==> src/design/q2e_pkg.sv <==
// ----------------------------------------------------------------------------
// q2e_pkg
// Shared constants, types and the arctangent table for the quaternion to
// euler angle pipeline.
// ----------------------------------------------------------------------------
package q2e_pkg;

   localparam int CORDIC_STAGES = 16;
   localparam int FRAC_BITS     = 14;

   localparam int IN_W    = 16;
   localparam int PROD_W  = 2 * IN_W;
   localparam int Q_W     = 34;                  // q.28 sums of products
   localparam int VEC_W   = FRAC_BITS + 8;       // cordic vector, with growth
   localparam int ACC_W   = 32;                  // angle in 2^-22 degree
   localparam int MAG_W   = 28;
   localparam int SQ_W    = 2 * MAG_W;
   localparam int RAD_IN_W = SQ_W + 1;
   localparam int ROOT_W  = 29;
   localparam int RAD_W   = 2 * ROOT_W;
   localparam int REM_W   = ROOT_W + 2;
   localparam int ROLL_W  = 15;
   localparam int PITCH_W = 14;
   localparam int YAW_W   = 15;

   localparam int CORDIC_EXT_W = VEC_W + Q_W + 2;
   localparam int VEC_SHIFT    = 30 - FRAC_BITS;

   localparam int FRONT_LAT  = 5;
   localparam int PIPE_LATENCY = FRONT_LAT + ROOT_W + 1 + CORDIC_STAGES + 1;

   localparam logic signed [Q_W-1:0]   Q_ONE       = Q_W'(64'sd268435456);
   localparam logic signed [ACC_W-1:0] HALF_TURN   = 32'sd754974720;
   localparam logic signed [ACC_W-1:0] PITCH_FORCE = 32'sd377487360;
   localparam int ROLL_LIM   = 11520;
   localparam int PITCH_LIM  = 5760;
   localparam int UNITS_FULL = 23040;

   typedef struct packed {
      logic signed [Q_W-1:0] roll_sn;
      logic signed [Q_W-1:0] roll_cs;
      logic signed [Q_W-1:0] yaw_sn;
      logic signed [Q_W-1:0] yaw_cs;
      logic signed [Q_W-1:0] pitch_sp;
      logic                  clamp;
   } angle_args_type;

   function automatic logic signed [ACC_W-1:0] atan_val(input int idx);
      case (idx)
         0:  return 32'sd188743680;
         1:  return 32'sd111421900;
         2:  return 32'sd58872272;
         3:  return 32'sd29884485;
         4:  return 32'sd15000234;
         5:  return 32'sd7507429;
         6:  return 32'sd3754631;
         7:  return 32'sd1877430;
         8:  return 32'sd938729;
         9:  return 32'sd469366;
         10: return 32'sd234683;
         11: return 32'sd117342;
         12: return 32'sd58671;
         13: return 32'sd29335;
         14: return 32'sd14668;
         15: return 32'sd7334;
         16: return 32'sd3667;
         17: return 32'sd1833;
         18: return 32'sd917;
         19: return 32'sd458;
         20: return 32'sd229;
         21: return 32'sd115;
         22: return 32'sd57;
         23: return 32'sd29;
         default: return '0;
      endcase
   endfunction

endpackage

==> src/design/q2e_cordic.sv <==
// ----------------------------------------------------------------------------
// q2e_cordic
// Pipelined vectoring cordic giving atan2(sn, cs) in 2^-22 degree units,
// with a forced result for the special cases.
// ----------------------------------------------------------------------------
module q2e_cordic (
   input  logic                              clock,
   input  logic                              reset,
   input  logic                              in_valid,
   input  logic signed [q2e_pkg::Q_W-1:0]    in_sn,
   input  logic signed [q2e_pkg::Q_W-1:0]    in_cs,
   input  logic                              in_force,
   input  logic signed [q2e_pkg::ACC_W-1:0]  in_force_acc,
   output logic                              out_valid,
   output logic signed [q2e_pkg::ACC_W-1:0]  out_acc
);

   logic signed [q2e_pkg::CORDIC_EXT_W-1:0] sn_ext, cs_ext;
   logic signed [q2e_pkg::VEC_W-1:0]   vx_in, vy_in;
   logic signed [q2e_pkg::ACC_W-1:0]   acc_in;
   logic                               hold_in;

   logic                               valid_ff [q2e_pkg::CORDIC_STAGES+1];
   logic                               hold_ff  [q2e_pkg::CORDIC_STAGES+1];
   logic signed [q2e_pkg::VEC_W-1:0]   vx_ff    [q2e_pkg::CORDIC_STAGES+1];
   logic signed [q2e_pkg::VEC_W-1:0]   vy_ff    [q2e_pkg::CORDIC_STAGES+1];
   logic signed [q2e_pkg::ACC_W-1:0]   acc_ff   [q2e_pkg::CORDIC_STAGES+1];

   always_comb begin
      sn_ext = (q2e_pkg::CORDIC_EXT_W'(in_sn) <<< 2) >>> q2e_pkg::VEC_SHIFT;
      cs_ext = (q2e_pkg::CORDIC_EXT_W'(in_cs) <<< 2) >>> q2e_pkg::VEC_SHIFT;
      vx_in   = cs_ext[q2e_pkg::VEC_W-1:0];
      vy_in   = sn_ext[q2e_pkg::VEC_W-1:0];
      acc_in  = '0;
      hold_in = 1'b0;
      if (in_force) begin
         hold_in = 1'b1;
         acc_in  = in_force_acc;
      end else if (in_sn == '0) begin
         hold_in = 1'b1;
         acc_in  = in_cs[q2e_pkg::Q_W-1] ? q2e_pkg::HALF_TURN : '0;
      end else if (in_cs[q2e_pkg::Q_W-1]) begin
         // left half plane: rotate by half a turn first
         vx_in  = -cs_ext[q2e_pkg::VEC_W-1:0];
         vy_in  = -sn_ext[q2e_pkg::VEC_W-1:0];
         acc_in = in_sn[q2e_pkg::Q_W-1] ? -q2e_pkg::HALF_TURN : q2e_pkg::HALF_TURN;
      end
   end

   always_ff @(posedge clock) begin
      if (reset) begin
         valid_ff[0] <= 1'b0;
      end else begin
         valid_ff[0] <= in_valid;
      end
   end

   always_ff @(posedge clock) begin
      hold_ff[0] <= hold_in;
      vx_ff[0]   <= vx_in;
      vy_ff[0]   <= vy_in;
      acc_ff[0]  <= acc_in;
   end

   for (genvar i = 0; i < q2e_pkg::CORDIC_STAGES; i++) begin : g_stage
      logic signed [q2e_pkg::VEC_W-1:0] dx, dy;
      logic                             pos;

      assign dx  = vy_ff[i] >>> i;
      assign dy  = vx_ff[i] >>> i;
      assign pos = (vy_ff[i] > 0);

      always_ff @(posedge clock) begin
         if (reset) begin
            valid_ff[i+1] <= 1'b0;
         end else begin
            valid_ff[i+1] <= valid_ff[i];
         end
      end

      always_ff @(posedge clock) begin
         hold_ff[i+1] <= hold_ff[i];
         if (hold_ff[i]) begin
            vx_ff[i+1]  <= vx_ff[i];
            vy_ff[i+1]  <= vy_ff[i];
            acc_ff[i+1] <= acc_ff[i];
         end else if (pos) begin
            vx_ff[i+1]  <= vx_ff[i] + dx;
            vy_ff[i+1]  <= vy_ff[i] - dy;
            acc_ff[i+1] <= acc_ff[i] + q2e_pkg::atan_val(i);
         end else begin
            vx_ff[i+1]  <= vx_ff[i] - dx;
            vy_ff[i+1]  <= vy_ff[i] + dy;
            acc_ff[i+1] <= acc_ff[i] - q2e_pkg::atan_val(i);
         end
      end
   end

   assign out_valid = valid_ff[q2e_pkg::CORDIC_STAGES];
   assign out_acc   = acc_ff[q2e_pkg::CORDIC_STAGES];

endmodule

==> config.mk <==
export PLATFORM = sky130hd
export DESIGN_NAME = q2e_cordic
export DESIGN_NICKNAME = d
export VERILOG_FILES = /design/src/design/q2e_pkg.sv /design/src/design/q2e_cordic.sv
export SDC_FILE = /design/constraint.sdc
export NUM_CORES = 2
export LEC_CHECK = 0
export BUFFER_PORTS_ARGS = -buffer_cell sky130_fd_sc_hd__clkbuf_2
export CAP_MARGIN = 20
export CORE_MARGIN = 3
export CORE_UTILIZATION = 30
export CTS_CLUSTER_DIAMETER = 30
export CTS_CLUSTER_SIZE = 16
export DETAILED_ROUTE_END_ITERATION = 10
export PLACE_DENSITY_LB_ADDON = 0.3
export REMOVE_ABC_BUFFERS = 1
export SETUP_SLACK_MARGIN = 0.2
export SLEW_MARGIN = 20
export SYNTH_ARGS = -nofsm -noshare
export SYNTH_HDL_FRONTEND = slang
export SYNTH_SLANG_ARGS = --single-unit
==> constraint.sdc <==
create_clock -name clock -period 5.4 [get_ports clock]
set_clock_uncertainty 0.15 [all_clocks]
set_input_delay 0.81 -clock clock [delete_from_list [all_inputs] [get_ports clock]]
set_output_delay 0.81 -clock clock [all_outputs]
set_load 0.01 [all_outputs]
# After elaboration in Yosys (flattened, before gate mapping)
# Memories as Yosys holds them, arrays and structs flattened.
# Cells that the tools add are included.
totals:
  n_memories: 5
  ram_bits: 1326
  register_bits: 0
  wordCells: 489
  input_bits: 104
  output_inout_bits: 33
memory_table:
  columns: ["name", "words", "word_bits", "read_ports", "rd_ports_with_merged_regs", "wr", "line", "rtl"]
  rows:
  - ["acc_ff", 17, 32, 17, 0, 17, "q2e_cordic.sv:27", "logic signed [q2e_pkg::ACC_W-1:0] acc_ff [q2e_pkg::CORDIC_STAGES+1];"]
  - ["vx_ff", 17, 22, 16, 0, 17, "q2e_cordic.sv:25", "logic signed [q2e_pkg::VEC_W-1:0] vx_ff [q2e_pkg::CORDIC_STAGES+1];"]
  - ["vy_ff", 17, 22, 16, 0, 17, "q2e_cordic.sv:26", "logic signed [q2e_pkg::VEC_W-1:0] vy_ff [q2e_pkg::CORDIC_STAGES+1];"]
  - ["hold_ff", 17, 1, 16, 0, 17, "q2e_cordic.sv:24", "logic hold_ff [q2e_pkg::CORDIC_STAGES+1];"]
  - ["valid_ff", 17, 1, 17, 0, 17, "q2e_cordic.sv:23", "logic valid_ff [q2e_pkg::CORDIC_STAGES+1];"]
op_classes:
  muxes: 257
  bitwise_logic: 113
  n_addsub: 97
  n_lt_le_gt_ge: 16
  reduce_logical: 1
ops:
  columns: ["cell", "n"]
  rows:
  - ["22-bit 2-to-1 mux", 70]
  - ["32-bit 2-to-1 mux", 36]
  - ["22-bit by 1-bit > comparator with 1-bit output (second input constant)", 16]
  - ["1-bit 2-to-1 mux", 150]
  - ["1-bit bitwise OR", 113]
  - ["22-bit by 10-bit adder with 22-bit output", 2]
  - ["22-bit by 11-bit adder with 22-bit output", 2]
  - ["22-bit by 12-bit adder with 22-bit output", 2]
  - ["22-bit by 13-bit adder with 22-bit output", 2]
  - ["22-bit by 14-bit adder with 22-bit output", 2]
  - ["22-bit by 15-bit adder with 22-bit output", 2]
  - ["22-bit by 16-bit adder with 22-bit output", 2]
  - ["22-bit by 17-bit adder with 22-bit output", 2]
  - ["22-bit by 18-bit adder with 22-bit output", 2]
  - ["22-bit by 19-bit adder with 22-bit output", 2]
  - ["22-bit by 20-bit adder with 22-bit output", 2]
  - ["22-bit by 21-bit adder with 22-bit output", 2]
  - ["22-bit by 7-bit adder with 22-bit output", 2]
  - ["22-bit by 8-bit adder with 22-bit output", 2]
  - ["22-bit by 9-bit adder with 22-bit output", 2]
  - ["22-bit negator", 2]
  - ["22-bit by 10-bit subtractor with 22-bit output", 2]
  - ["22-bit by 11-bit subtractor with 22-bit output", 2]
  - ["22-bit by 12-bit subtractor with 22-bit output", 2]
  - ["other kinds (48)", 61]

# Depth between registers and ports, before layout
depth:
  depth_word: 6
  ltp_mapped: 18
  ltp_nobuf: 17

# Worst setup path after synthesis
# Ideal clock, no wire load.
synth_timing:
  kind: "register to register"
  from: "mem vy_ff[15][5] (netlist bit)"
  to: "mem acc_ff[16][27] (netlist bit) (data pin)"
  period_less_slack_ns: 4.616
  required_ns: 4.983
  n_path_buf: 0
  stages_incl_launch_ff: 17
  setup_slack_ns: 0.784
  t_arrival_ns: 4.200
  cell_sequence: "edfxtp_1 -> or4_1 -> nor4_1 -> o21bai_1 -> inv_1 -> ha_1 -> nor2b_1 -> o31a_1 -> o2111ai_1 -> a31oi_1 -> a211oi_1 -> o21ai_0 -> a31oi_1 -> o21ai_0 -> a21oi_1 -> xor2_1 -> o21ai_0"
synth_lines:
  columns: ["element", "line"]
  rows:
  - ["from (decl)", "q2e_cordic.sv:26"]
  - ["to (decl)", "q2e_cordic.sv:27"]

==> impl_metrics.csv <==
group,metric,value,unit
outcome,status,"complete, no violations",
global_route,use_met1,0.190,
setup_path,required,5800,ps
cts,clock_path_buffers,4,
synthesis,netlist_area,117000,µm²
routing,dr.first_iter.drc_count,6434,
timing,drv_slew,0,
routing,totalWireLength,324000,µm
cts,clk_latency,870,ps
pwr,intPower,51900,µW
pwr,seqPwrFrac,0.215,
setup_path,critPathMaxFanout,21,
global_route,grt_overflow,0,
synthesis,ys_top_cells_by_area,"edfxtp_1 29%, ha_1 13%, a21oi_1 5.2%",
routing,num_vias,102000,
timing,whs,80.0,ps
floorplan,dieArea,398000,µm²
finish,final_layout_size_suffix_gt1_frac,0.0620,
synthesis,synth.top_cell.area_share,0.292,
floorplan,ios,137,
pwr,p_clk_frac,0.199,
global_route,grt_usage,0.157,
routing,postRouteAntennaNets,0,
synthesis,synthArstFlopShare,0,
run,maxCapViolCount,0,
setup_path,path_class,"flip-flop to flip-flop",
cts,ctsHtreeMaxLevel,5,
global_route,busiest_layer,"met2",
placement,placed_area,127000,µm²
timing,worst_slew_pin_slew,1110,ps
setup_path,end_kind,"flip-flop",
setup_path,rrSetupSlack,570,ps
global_route,grt_pass1_wl,516000,µm
synthesis,synthXorXnorAreaFrac,0.0809,
synthesis,syn_inst,13900,
routing,drc,0,
pwr,p_per_area,693,nW/µm²
global_route,antenna_found_initial,19,
synthesis,synth_top_family_by_area,"compound AO/OA/AOI/OAI gates",
setup_path,rr_worst_depth,16,
pwr,pwr-share-comb,0.585,
setup_path,worstReg2RegStart,"vy_ff[15][5]",
synthesis,synth_commonest_cells,"1256 x ha_1, 1235 x nor2_1, 1227 x a21oi_1",
global_route,grt_pass1_vias,97100,
finish,finalNetCount,16400,
timing,relSlewSlack,0.258,
setup_path,rr_endpoint,"acc_ff[16][24]",
placement,dp_slack,348,ps
synthesis,yosysMostFrequentCell,"ha_1",
routing,viasPerCell,4.98,
min_path,min_path_type,"input pin to flip-flop",
finish,fin_area,138000,µm²
cts,cts_tree,"yes",
floorplan,die_w,631,µm
timing,setup_viol,0,
cts,clock_sinks,1245,
placement,routabilityCongestion,0.900,
timing,finalCritPeriodShare,0.894,
timing,rsz0062_at_grt,"no",
synthesis,synthAdderAreaFrac,0.144,
setup_path,worstPathArrival,5230,ps
pwr,switching_share,0.459,
timing,max_freq,0.207,GHz
synthesis,synth_edf_count,1136,
timing,tns,0,ps
routing,dr.pass1.iters,6,
global_route,use_met3,0.0172,
pwr,p_total,95800,µW
floorplan,core-area,387000,µm²
routing,drt-wirelength-per-cell,15.9,µm
cts,clk_pin_slew,50,ps
synthesis,ys_seq_area_frac,0.310,
synthesis,ys.flop_type,"edfxtp_1",
floorplan,start_util,0.302,
cts,root_buffer,"clkbuf_16",
synthesis,synth_compound_area_frac,0.224,
synthesis,synth-simple-area-share,0.171,
setup_path,endpoint,"acc_ff[16][24]",
synthesis,yosysTopAreaCell,"edfxtp_1",
setup_path,setup.worst_path.start_class,"flip-flop",
pwr,vdd_drop_max,0.335,mV
pwr,switching_power,43900,µW
timing,finalHoldViolations,0,
synthesis,ys_ff_latch,1245,
synthesis,yosys_warnings,0,
synthesis,synth_mux_area_frac,0.0157,
cts,numCtsBuffers,318,
synthesis,avgSynthCellArea,8.42,µm²
finish,syn_to_final_growth,18.3,%
setup_path,worstSetupStartpoint,"vy_ff[15][5]",
placement,dpl.hpwl,253000,µm
timing,setup_ws,572,ps
floorplan,dieHeight,631,µm
global_route,use_met2,0.280,
floorplan,rows,228,
pwr,p_leak,0.0575,µW
placement,port_buffers,122,
cts,cts_setup_buffers,0,
global_route,grt_max_degree,96,
synthesis,synthDistinctLibCells,95,
timing,timing.final.crit_period,4830,ps
==> sequential cells by signal, summed over array words and instances, names as in the netlist <==
| name | flops |
|---|---|
| hold_ff | 16 |
| vy_ff | 352 |
| valid_ff | 17 |
| vx_ff | 316 |
| acc_ff | 544 |
==> logic make-up (layout without fill, tap and decap cells) <==
logic type / after synthesis / in the layout
xor+xnor: 1081 / 1081
other cells: 1 / 1144
buf+inv: 1678 / 1876
compound gates: 4182 / 4182
fa+ha+maj: 1312 / 1312
flops: 1245 / 1245
simple gates: 4219 / 4219
mux: 176 / 176
==> metrics by stage <==
step                utilization  cells
floorplan                     -  14400
global placement          0.328  19800
detailed placement        0.328  19800
CTS                       0.357  20400
global route              0.357  20400
finish                    0.357  20400
==> final cells by class <==
class	instances	area [µm²]
clock buffer	394	8670
antenna	8	20.0
clock inverter	174	2180
fill	40200	249000
sequential	1245	36300
inverter	1027	3850
tap	5175	6470
multi-input combinational	12100	78800
timing repair buffer	281	2020
==> timing repair <==
item / 4_1_cts / 5_1_grt
setup endpoints to repair: 0 / 5
hold endpoints to repair: 50 / 0
resized for setup: 0 / 3
hold buffers: 50 / 0
==> cell usage in the layout (no fill, tap or decap), drive strengths merged, types with 195 or more instances in the layout <==
cell type,count
a211oi,248
a21o,200
a21oi,1229
clkbuf,516
conb,1136
edfxtp,1136
ha,1256
inv,1050
nand2,1129
nand3,219
nor2,1236
nor3,431
nor4,195
o21ai,1116
xnor2,677
xor2,404
==> power groups by stage <==
stage / combinational, µW / sequential [µW] / clock, µW
CTS: 55800 / 20700 / 19600
global placement: 55300 / 20800 / 0
global route: 62800 / 21100 / 20100
finish: 56100 / 20600 / 19100
detailed placement: 55400 / 20800 / 0
floorplan: 42600 / 18500 / 0
==> worst min-delay path by stage <==
stage	startpoint	to	cells past startpoint
4_1_cts	in_cs[17]	vx_ff[0][3]	2
3_3_place_gp	acc_ff[0][7]	acc_ff[1][7]	0
2_1_floorplan	acc_ff[0][0]	acc_ff[1][0]	0
6_report	in_cs[32]	vx_ff[0][18]	2
5_1_grt	in_cs[26]	vx_ff[0][12]	2
3_5_place_dp	acc_ff[0][5]	acc_ff[1][5]	0
==> critical path: stages, from the launching register on <==
cell       delay (ps)
edfxtp_1          350
or4_1             540
nor4_1            250
o21bai_1          270
inv_1             260
buf_4             310
ha_1              340
a21o_1            220
a21o_1            190
a21o_1            190
o2111ai_1         240
a21oi_1           130
or3_1             410
and2_1            200
a41oi_1           250
xor2_1            160
o21ai_0            80
==> metal layers <==
| metal | wire length, µm | vias up |
|---|---|---|
| li1 | - | 51500 |
| met1 | 140000 | 47100 |
| met2 | 158000 | 2281 |
| met3 | 12500 | 676 |
| met4 | 13300 | 0 |
| met5 | 0 | - |
Power figures use the tool's default switching activity.
